## src/sv/rtccl_pkg.sv

```systemverilog
// ----------------------------------------------------------------------------
// rtccl_pkg
// Types, pattern text and helper functions of the RTC command line parser.
// ----------------------------------------------------------------------------
`default_nettype none

package rtccl_pkg;

  // Request carried on the input channel: one character of command text
  typedef struct packed {
    logic [7:0] char_code;
    logic       last_char;
  } in_req_t;

  // Kind of command recognized at the final character
  typedef enum logic [1:0] {
    KIND_NONE  = 2'd0,
    KIND_TIME  = 2'd1,
    KIND_DATE  = 2'd2,
    KIND_ALARM = 2'd3
  } cmd_kind_e;

  // Request carried on the output channel
  typedef struct packed {
    cmd_kind_e  command_kind;
    logic       range_error;
    logic [5:0] day_bcd;
    logic [4:0] month_bcd;
    logic [7:0] year_bcd;
    logic [5:0] hour_bcd;
    logic [6:0] minute_bcd;
  } out_req_t;

  // Pattern identifiers
  localparam int unsigned NUM_PAT = 3;
  localparam logic [1:0] PAT_TIME  = 2'd0;
  localparam logic [1:0] PAT_DATE  = 2'd1;
  localparam logic [1:0] PAT_ALARM = 2'd2;

  // Pattern text; a space matches any whitespace run, '#' marks a number field
  localparam logic [8*12-1:0] PAT_TEXT_TIME  = "set time #:#";
  localparam logic [8*14-1:0] PAT_TEXT_DATE  = "set date #.#.#";
  localparam logic [8*19-1:0] PAT_TEXT_ALARM = "set alarm #.#.# #:#";

  localparam logic [4:0] PAT_LEN    [NUM_PAT] = '{5'd12, 5'd14, 5'd19};
  localparam logic [4:0] PAT_PREFIX [NUM_PAT] = '{5'd8, 5'd8, 5'd9};
  localparam logic [2:0] PAT_FIELDS [NUM_PAT] = '{3'd2, 3'd3, 3'd5};

  // Character codes
  localparam logic [7:0] CH_NUL   = 8'h00;
  localparam logic [7:0] CH_SPACE = 8'h20;
  localparam logic [7:0] CH_FIELD = 8'h23;
  localparam logic [7:0] CH_ZERO  = 8'h30;
  localparam logic [7:0] CH_NINE  = 8'h39;
  localparam logic [7:0] CH_TAB   = 8'h09;
  localparam logic [7:0] CH_CR    = 8'h0D;

  // Range limits
  localparam logic [7:0] MAX_HOUR   = 8'd23;
  localparam logic [7:0] MAX_MINUTE = 8'd59;
  localparam logic [7:0] MAX_DAY    = 8'd31;
  localparam logic [7:0] MAX_MONTH  = 8'd12;

  // Character of pattern k at position p, NUL past its end
  function automatic logic [7:0] pat_char(input logic [1:0] k, input logic [4:0] p);
    logic [7:0] ch;
    ch = CH_NUL;
    unique case (k)
      PAT_TIME: begin
        if (p < PAT_LEN[PAT_TIME])
          ch = PAT_TEXT_TIME[8*(int'(PAT_LEN[PAT_TIME])-1-int'(p)) +: 8];
      end
      PAT_DATE: begin
        if (p < PAT_LEN[PAT_DATE])
          ch = PAT_TEXT_DATE[8*(int'(PAT_LEN[PAT_DATE])-1-int'(p)) +: 8];
      end
      PAT_ALARM: begin
        if (p < PAT_LEN[PAT_ALARM])
          ch = PAT_TEXT_ALARM[8*(int'(PAT_LEN[PAT_ALARM])-1-int'(p)) +: 8];
      end
      default: ch = CH_NUL;
    endcase
    return ch;
  endfunction

  function automatic logic is_ws(input logic [7:0] c);
    return (c == CH_SPACE) || ((c >= CH_TAB) && (c <= CH_CR));
  endfunction

  function automatic logic is_digit(input logic [7:0] c);
    return (c >= CH_ZERO) && (c <= CH_NINE);
  endfunction

  // Two-digit BCD of an 8-bit value; tens digit cut to four bits
  function automatic logic [7:0] bcd_of(input logic [7:0] v);
    logic [15:0] prod;
    logic [7:0]  tens;
    logic [7:0]  ones;
    prod = 16'(v) * 16'd205;
    tens = 8'(prod >> 11);
    ones = 8'(v - 8'((tens << 3) + (tens << 1)));
    return {tens[3:0], ones[3:0]};
  endfunction

endpackage

`default_nettype wire

```

## src/sv/rtc_command_line_parser.sv

```systemverilog
// ----------------------------------------------------------------------------
// rtc_command_line_parser
// Character-serial parser for set time, set date and set alarm commands.
// ----------------------------------------------------------------------------
// Usage:
//   The input channel carries one character per request with a flag on the
//   final character of a command. Three matchers follow the time, date and
//   alarm patterns side by side. The output channel carries one request per
//   command, issued for the final character only: the command kind, a range
//   error flag and the stored day, month, year, hour and minute in BCD.
// Timing:
//   A character is taken into an input register, then the matcher logic
//   updates state and, for a final character, loads the output register,
//   whose valid flag is registered. One character per cycle is sustained
//   while no final character is held by a stalled output; the rate is set by
//   the matcher update, which advances each pattern by up to three elements per character.
// Reset:
//   Matchers restart, stored settings clear to zero, both registers empty.
// Stall:
//   While the output is stalled, a final character waits in the input
//   register; other characters keep flowing until one final character is
//   held, then the input stalls.
// ----------------------------------------------------------------------------
`default_nettype none

module rtc_command_line_parser #(
  parameter int unsigned FIELD_DIGITS = 2
) (
  input  wire                  clk_i,
  input  wire                  rst_ni,
  input  rtccl_pkg::in_req_t   in_req_i,
  input  wire                  in_valid_i,
  output logic                 in_stall_o,
  output rtccl_pkg::out_req_t  out_req_o,
  output logic                 out_valid_o,
  input  wire                  out_stall_i
);
  import rtccl_pkg::*;

  localparam int unsigned DCW = $clog2(FIELD_DIGITS + 1);
  localparam int unsigned FEED_STEPS = 3;

  typedef struct packed {
    logic           alive;
    logic [4:0]     pos;
    logic [DCW-1:0] dcnt;
    logic [2:0]     fconv;
    logic [7:0]     acc;
  } mstate_t;

  typedef struct packed {
    mstate_t st;
    logic    close;
  } mstep_t;

  // Close the current field: value is taken from acc by the caller
  function automatic mstep_t close_field(input mstep_t m);
    mstep_t r;
    r = m;
    r.st.fconv = r.st.fconv + 3'd1;
    r.st.pos   = r.st.pos + 5'd1;
    r.st.dcnt  = '0;
    r.close    = 1'b1;
    return r;
  endfunction

  // Advance one matcher by one character
  function automatic mstep_t feed_char(input mstate_t s_in, input logic [1:0] k,
                                       input logic [7:0] c);
    mstep_t     m;
    logic       done;
    logic [7:0] e;
    logic       ws;
    logic       dig;
    logic [7:0] dval;
    m.st  = s_in;
    m.close = 1'b0;
    done  = 1'b0;
    ws    = is_ws(c);
    dig   = is_digit(c);
    dval  = c - CH_ZERO;
    for (int i = 0; i < FEED_STEPS; i++) begin
      if (!done) begin
        e = pat_char(k, m.st.pos);
        if (!m.st.alive || (m.st.pos >= PAT_LEN[k])) begin
          done = 1'b1;
        end else if (m.st.pos < PAT_PREFIX[k]) begin
          if (c == e) m.st.pos = m.st.pos + 5'd1;
          else        m.st.alive = 1'b0;
          done = 1'b1;
        end else if (e == CH_SPACE) begin
          if (ws) done = 1'b1;
          else    m.st.pos = m.st.pos + 5'd1;
        end else if (e == CH_FIELD) begin
          if (m.st.dcnt == '0) begin
            if (ws) begin
              done = 1'b1;
            end else if (!dig) begin
              m.st.alive = 1'b0;
              done = 1'b1;
            end else begin
              m.st.acc  = dval;
              m.st.dcnt = DCW'(1);
              if (m.st.dcnt >= DCW'(FIELD_DIGITS)) m = close_field(m);
              done = 1'b1;
            end
          end else if (dig) begin
            m.st.acc  = 8'((m.st.acc << 3) + (m.st.acc << 1) + dval);
            m.st.dcnt = m.st.dcnt + DCW'(1);
            if (m.st.dcnt >= DCW'(FIELD_DIGITS)) m = close_field(m);
            done = 1'b1;
          end else begin
            // non-digit ends the field, then retry the same character
            m = close_field(m);
          end
        end else begin
          if (c == e) m.st.pos = m.st.pos + 5'd1;
          else        m.st.alive = 1'b0;
          done = 1'b1;
        end
      end
    end
    return m;
  endfunction

  // Close a field cut short by the end of the text
  function automatic mstep_t finish_field(input mstep_t m, input logic [1:0] k);
    mstep_t r;
    r = m;
    if (m.st.alive && (m.st.pos < PAT_LEN[k]) &&
        (pat_char(k, m.st.pos) == CH_FIELD) && (m.st.dcnt != '0))
      r = close_field(m);
    return r;
  endfunction

  // Input register
  in_req_t  in_q;
  logic     in_vld_q, in_vld_d;
  logic     in_take;
  logic     adv;
  logic     out_free;

  // Matcher state
  mstate_t  m_q [NUM_PAT];
  mstep_t   m_feed [NUM_PAT];
  mstep_t   m_fin [NUM_PAT];
  logic     ended_q, ended_d;

  // Closed field values, newest at index 0
  logic [1:0][7:0] tval_q, tval_d;
  logic [2:0][7:0] dval_q, dval_d;
  logic [4:0][7:0] aval_q, aval_d;

  // Stored settings
  logic [7:0] day_q, day_d, mon_q, mon_d, year_q, year_d, hour_q, hour_d, min_q, min_d;

  logic       match_time, match_date, match_alarm;
  cmd_kind_e  kind;
  logic       err;

  out_req_t   out_q, out_d;
  logic       out_vld_q, out_vld_d;

  // Handshake: a final character needs room in the output register
  assign out_free   = !out_vld_q || !out_stall_i;
  assign adv        = in_vld_q && (!in_q.last_char || out_free);
  assign in_stall_o = in_vld_q && !adv;
  assign in_take    = in_valid_i && !in_stall_o;

  always_comb begin
    in_vld_d = in_vld_q;
    if (in_take)  in_vld_d = 1'b1;
    else if (adv) in_vld_d = 1'b0;
  end

  // Feed the character, then close pending fields at the end of a command
  always_comb begin
    for (int k = 0; k < NUM_PAT; k++) begin
      m_feed[k].st    = m_q[k];
      m_feed[k].close = 1'b0;
      if (adv && !ended_q) begin
        if (in_q.char_code == CH_NUL) begin
          m_feed[k] = finish_field(m_feed[k], 2'(k));
        end else begin
          m_feed[k] = feed_char(m_q[k], 2'(k), in_q.char_code);
        end
      end
      if (adv && in_q.last_char) m_fin[k] = finish_field(m_feed[k], 2'(k));
      else                       m_fin[k] = m_feed[k];
    end
  end

  // Shift closed fields into each pattern's value line
  always_comb begin
    tval_d = tval_q;
    dval_d = dval_q;
    aval_d = aval_q;
    if (m_fin[PAT_TIME].close)  tval_d = {tval_q[0], m_fin[PAT_TIME].st.acc};
    if (m_fin[PAT_DATE].close)  dval_d = {dval_q[1:0], m_fin[PAT_DATE].st.acc};
    if (m_fin[PAT_ALARM].close) aval_d = {aval_q[3:0], m_fin[PAT_ALARM].st.acc};
  end

  assign match_time  = m_fin[PAT_TIME].st.alive &&
                       (m_fin[PAT_TIME].st.fconv == PAT_FIELDS[PAT_TIME]);
  assign match_date  = m_fin[PAT_DATE].st.alive &&
                       (m_fin[PAT_DATE].st.fconv == PAT_FIELDS[PAT_DATE]);
  assign match_alarm = m_fin[PAT_ALARM].st.alive &&
                       (m_fin[PAT_ALARM].st.fconv == PAT_FIELDS[PAT_ALARM]);

  // Range check and store accepted commands
  always_comb begin
    kind   = KIND_NONE;
    err    = 1'b0;
    day_d  = day_q;
    mon_d  = mon_q;
    year_d = year_q;
    hour_d = hour_q;
    min_d  = min_q;
    if (adv && in_q.last_char) begin
      if (match_time) begin
        if ((tval_d[1] <= MAX_HOUR) && (tval_d[0] <= MAX_MINUTE)) begin
          hour_d = bcd_of(tval_d[1]);
          min_d  = bcd_of(tval_d[0]);
          kind   = KIND_TIME;
        end else begin
          err = 1'b1;
        end
      end
      if (match_date) begin
        if ((dval_d[2] <= MAX_DAY) && (dval_d[1] <= MAX_MONTH)) begin
          day_d  = bcd_of(dval_d[2]);
          mon_d  = bcd_of(dval_d[1]);
          year_d = bcd_of(dval_d[0]);
          kind   = KIND_DATE;
        end
      end
      if (match_alarm) begin
        if ((aval_d[4] <= MAX_DAY) && (aval_d[3] <= MAX_MONTH) &&
            (aval_d[1] <= MAX_HOUR) && (aval_d[0] <= MAX_MINUTE)) begin
          day_d  = bcd_of(aval_d[4]);
          mon_d  = bcd_of(aval_d[3]);
          year_d = bcd_of(aval_d[2]);
          hour_d = bcd_of(aval_d[1]);
          min_d  = bcd_of(aval_d[0]);
          kind   = KIND_ALARM;
        end else begin
          err = 1'b1;
        end
      end
    end
  end

  // Output request
  always_comb begin
    out_d.command_kind = kind;
    out_d.range_error  = err;
    out_d.day_bcd      = day_d[5:0];
    out_d.month_bcd    = mon_d[4:0];
    out_d.year_bcd     = year_d;
    out_d.hour_bcd     = hour_d[5:0];
    out_d.minute_bcd   = min_d[6:0];
  end

  always_comb begin
    out_vld_d = out_vld_q;
    if (out_free) out_vld_d = adv && in_q.last_char;
  end

  assign ended_d = (adv && !in_q.last_char) ? (ended_q || (in_q.char_code == CH_NUL))
                 : ((adv && in_q.last_char) ? 1'b0 : ended_q);

  // Control and stored state
  always_ff @(posedge clk_i or negedge rst_ni) begin
    if (!rst_ni) begin
      in_vld_q  <= 1'b0;
      out_vld_q <= 1'b0;
      ended_q   <= 1'b0;
      for (int k = 0; k < NUM_PAT; k++) begin
        m_q[k] <= '{alive: 1'b1, pos: '0, dcnt: '0, fconv: '0, acc: '0};
      end
      tval_q <= '0;
      dval_q <= '0;
      aval_q <= '0;
      day_q  <= '0;
      mon_q  <= '0;
      year_q <= '0;
      hour_q <= '0;
      min_q  <= '0;
    end else begin
      in_vld_q  <= in_vld_d;
      out_vld_q <= out_vld_d;
      ended_q   <= ended_d;
      for (int k = 0; k < NUM_PAT; k++) begin
        if (adv && in_q.last_char) begin
          m_q[k] <= '{alive: 1'b1, pos: '0, dcnt: '0, fconv: '0, acc: m_fin[k].st.acc};
        end else begin
          m_q[k] <= m_fin[k].st;
        end
      end
      tval_q <= tval_d;
      dval_q <= dval_d;
      aval_q <= aval_d;
      day_q  <= day_d;
      mon_q  <= mon_d;
      year_q <= year_d;
      hour_q <= hour_d;
      min_q  <= min_d;
    end
  end

  // Payload registers
  always_ff @(posedge clk_i) begin
    if (in_take) in_q <= in_req_i;
    if (adv && in_q.last_char) out_q <= out_d;
  end

  assign out_req_o   = out_q;
  assign out_valid_o = out_vld_q;

  // A new output request follows a final character
  a_out_from_last: assert property (@(posedge clk_i) disable iff (!rst_ni)
    $rose(out_vld_q) |-> $past(adv && in_q.last_char))
    else $error("output request without a final character");

  // Characters other than the final one never wait
  a_mid_flows: assert property (@(posedge clk_i) disable iff (!rst_ni)
    (in_vld_q && !in_q.last_char) |-> adv)
    else $error("mid-command character held");

  // Matchers restart after each command
  a_restart: assert property (@(posedge clk_i) disable iff (!rst_ni)
    (adv && in_q.last_char) |=> (m_q[PAT_TIME].alive && m_q[PAT_DATE].alive &&
                                 m_q[PAT_ALARM].alive && (m_q[PAT_ALARM].pos == '0) &&
                                 !ended_q))
    else $error("matchers not restarted");

  // An accepted command carries no range error
  a_kind_err: assert property (@(posedge clk_i) disable iff (!rst_ni)
    out_vld_q |-> !(out_q.range_error && (out_q.command_kind != KIND_NONE)))
    else $error("range error on accepted command");

endmodule

`default_nettype wire

```

## config.mk

```make
export PLATFORM = sky130hd
export DESIGN_NAME = rtc_command_line_parser
export DESIGN_NICKNAME = d
export VERILOG_FILES = /design/src/sv/rtccl_pkg.sv /design/src/sv/rtc_command_line_parser.sv
export SDC_FILE = /design/constraint.sdc
export NUM_CORES = 2
export LEC_CHECK = 0
export BUFFER_PORTS_ARGS = -buffer_cell sky130_fd_sc_hd__buf_4
export CAP_MARGIN = 10
export CORE_ASPECT_RATIO = 0.75
export CORE_MARGIN = 10
export CORE_UTILIZATION = 45
export CTS_BUF_LIST = sky130_fd_sc_hd__clkbuf_8
export DETAILED_ROUTE_END_ITERATION = 10
export RECOVER_POWER = 100
export SETUP_SLACK_MARGIN = 0.5
export SYNTH_ARGS = -nofsm -noshare
export SYNTH_HDL_FRONTEND = slang
export SYNTH_SLANG_ARGS = --single-unit
```

## constraint.sdc

```tcl
create_clock -name clk_i -period 29.6 [get_ports clk_i]
set_input_delay 5.92 -clock clk_i [delete_from_list [all_inputs] [get_ports clk_i]]
set_output_delay 5.92 -clock clk_i [all_outputs]
set_load 0.05 [all_outputs]
```

==> metrics.md <==
| Metric | Value |
|---|---|
| Worst IR Drop VDD | `0.0000391 V` |
| Slew Viols, Final | `468` |
| Status | `complete, but fails checks` |
| Crit end category | `flop` |
| Synth cell types | `126` |
| Min Tclk post-route | `between 20 and 25 ns` |
| Dpl cells | `5020` |
| Top FF cell, synth | `dfrtp_1` |
| Clock power share | `0.148` |
| Register bit total from synthesis | `between 200 and 250` |
| Clock buffer depth | `3` |
| Worst-path maximum fanout | `30` |
| Fmax | `0.0413 GHz` |
| Crit-path max cell delay | `1.53 ns` |
| CP Data Arrival Time | `between 20 and 25 ns` |
| Post-synth EDFFs | `44` |
| Antenna-violating nets left | `0` |
| Syn Inst Count | `between 4000 and 5000` |
| Clk pin slew, worst setup/hold paths | `~0.07 ns` |
| Non-filler cells, final | `between 5000 and 6000` |
| Power Density | `66.0 mW/mm^2` |
| Sequential share of the synthesized area | `0.166` |
| Syn_area_per_cell | `8.22 sq um` |
| RSZ-0062 raised after global routing | `false` |
| Number of H-tree levels | `2` |
| Top-Level Pins | `50` |
| FFs w/ async S/R, synth | `0.796` |
| Sw frac | `0.530` |
| # rows | `87` |
| Crit Path Category | `reg -> reg` |
| Die H | `258 um` |
| Slew at the pin with the worst max-slew slack | `6.06 ns` |
| Critical path required time | `about 30 ns` |
| Post-route DRC | `0` |
| Hold Crit Depth | `1` |
| DPL Wire Length | `a little over 80000 um` |
| Final Cycle Share | `0.817` |
| Fill count | `about 7400` |
| Post_cts resized | `0` |
| TritonRoute pass-1 iters | `8` |
| DIE AREA | `just under 0.09 sq mm` |
| Setup bufs post-CTS | `0` |
| Total CTS buffers | `40` |
| Pleak | `between 0.015 and 0.02 uW` |
| CTS tree | `done` |
| Drt wl/cell | `20.9 um` |
| Place WS | `9.36 ns` |
| Flop pwr share | `0.170` |
| MaxCap Viol Count | `11` |
| Worst rel slew slack | `-3.04` |
| Synth-to-Final Area Change | `5.71%` |
| Worst skew pair latency | `~0.64 ns` |
| R2R depth | `63` |
| Combinational Power Share | `0.682` |
| Hold Buf Count CTS | `0` |
| GRT Overall Usage | `0.241` |
| Vias per cell | `roughly 6` |
| Fraction of layout cells with a size suffix above 1 | `0.0574` |
| Initial drt markers | `~3200` |
| Synthesized cell area | `~0.034 sq mm` |
| Vias | `about 31000` |
| Vias in the first global route | `between 20000 and 30000` |
| Clk root buf | `clkbuf_8` |
| Nets@finish | `4735` |
| Largest net degree at the start of global routing | `about 110` |
| Internal | `1110 uW` |
| Port Buffer Count | `a little under 50` |
| Die X | `around 340 um` |
| Setup_tns | `0 ns` |
| Initial antenna violation count | `2` |
| Final design utilization | `0.478` |
| GP Congestion | `~1` |
| CTS Sinks | `between 200 and 250` |
| Most common cell on crit path | `ha_1` |
| Hold slack final | `0.505 ns` |
| Failing checks | `max-capacitance violations, max-slew violations` |
| Grt ovf | `0` |
| Final setup vio count | `0` |
| Final Hold Viols | `0` |
| First-pass GRT wire length | `roughly 170000 um` |
| Skew final | `between 0.06 and 0.07 ns` |
| Synth Warn # | `0` |
| Net switching power figure | `1250 uW` |
| Core Area | `about 0.075 sq mm` |
| Initial core utilization | `0.453` |
| Slowest CP cell | `clkbuf_1` |
| Startpoint types | `flop` |
| DRT Wirelength | `roughly 110000 um` |
| Hold crit path type | `reg -> reg` |
| Net Count, Synth | `roughly 4800` |
| Post-route setup slack | `approximately 5.4 ns` |
critical path, delay by kind of cell (launching register included):
family,cells,cell delay [ns]
simple gates,11,3.02
mux,3,1.00
fa+ha+maj,9,4.10
buf+inv,10,5.85
xor+xnor,8,1.36
flops,1,0.31
compound gates,22,8.16
placed cells by master (no fill, tap or decap), types with 23 or more instances in the layout:
master,Yosys,routed
o21ai_0,175,184
mux2_1,0,38
edfxtp_1,44,44
and3_1,39,38
nand4_1,50,50
clkbuf_1,133,57
nand2b_1,38,38
nor4_1,37,39
buf_4,10,48
inv_1,511,515
fa_1,142,142
clkbuf_8,0,50
or3_1,24,24
ha_1,497,497
and2_1,29,26
a31oi_1,37,37
dfrtp_1,169,169
o21a_1,31,32
nand2_1,313,313
o22ai_1,55,55
a211o_1,23,23
xnor2_1,176,175
nand3_1,105,104
nor2_1,269,268
a21o_1,45,45
nor3_1,102,105
o211ai_1,46,46
a21oi_1,237,239
mux2i_1,72,72
xor2_1,47,47
a211oi_1,56,56
power by group through the flow:
stage | clock (uW) | combinational, uW | sequential, uW
floorplan | 0 | 1220 | 401
global placement | 0 | 1570 | 406
detailed placement | 0 | 1570 | 406
CTS | 358 | 1580 | 401
global route | 370 | 1760 | 408
finish | 350 | 1610 | 403
state kept, by name, summed over array words and instances, names as in the netlist, 6 cells and up:
| name | cells |
|---|---|
| aval_q | 40 |
| day_q | 6 |
| dval_q | 24 |
| hour_q | 6 |
| in_q | 9 |
| m_q | 57 |
| min_q | 7 |
| out_req_o | 35 |
| tval_q | 16 |
| year_q | 8 |
metal layers:
layer  vias to the layer above  global-route usage  wire (um)  share of wire
met4                         0              0.0461       2060          0.019
li1                      14700                   -          -              -
met3                       141              0.0421       9140          0.086
met2                      1272               0.345      43100           0.40
met1                     14700               0.371      52400           0.49
met5                         -                   0          0              0
final timing paths:
path                       startpoint             to  slack, ns
max                           in_q[5]  out_req_o[29]       5.41
min                          min_q[4]       min_q[4]       0.50
max reg2reg                   in_q[5]  out_req_o[29]       5.41
min reg2reg                  min_q[4]       min_q[4]       0.50
max in group asynchronous      rst_ni     aval_q[27]      16.22
min in group asynchronous      rst_ni     dval_q[20]       7.50
layout make-up:
class / count / area, sq um / area share
sequential: 216 / 5630 / 0.157
clock inverter: 22 / 256 / 0.00716
tap: 979 / 1220 / 0.0342
timing repair buffer: 114 / 642 / 0.0179
antenna: 1 / 2.50 / 0.0000699
inverter: 524 / 1970 / 0.0549
multi-input combinational: 3187 / 25400 / 0.709
clock buffer: 50 / 688 / 0.0192
cell usage after synthesis, drive strengths merged (55+ instances only):
cell type,n,share of area
nand2,315,0.035
fa,142,0.084
mux2,59,0.020
nor3,110,0.018
o22ai,55,0.010
xnor2,176,0.045
nand3,106,0.016
dfrtp,169,0.12
inv,519,0.057
clkbuf,133,0.015
nor2,272,0.030
a21oi,242,0.036
a211oi,57,0.013
o21ai,200,0.030
ha,497,0.18
mux2i,72,0.021
buf,64,0.011
cells by family after synthesis:
kind of cell | count (synthesis) | synth area share
DFF | 216 | 0.166
buffers and inverters | 721 | 0.0834
AOI/OAI and AO/OA | 1050 | 0.215
adders and majority gates | 639 | 0.267
xor gates and xnor gates | 226 | 0.0597
and+or+nand+nor | 1141 | 0.168
muxes | 131 | 0.0411
through the flow:
step	instance area [sq um]	total power [uW]
after detailed placement	35200	1980
final	35800	2370
after global routing	35800	2540
after global placement	35200	1980
after floorplan	33900	1620
after CTS	36100	2340
Power figures use the tool's default switching activity.
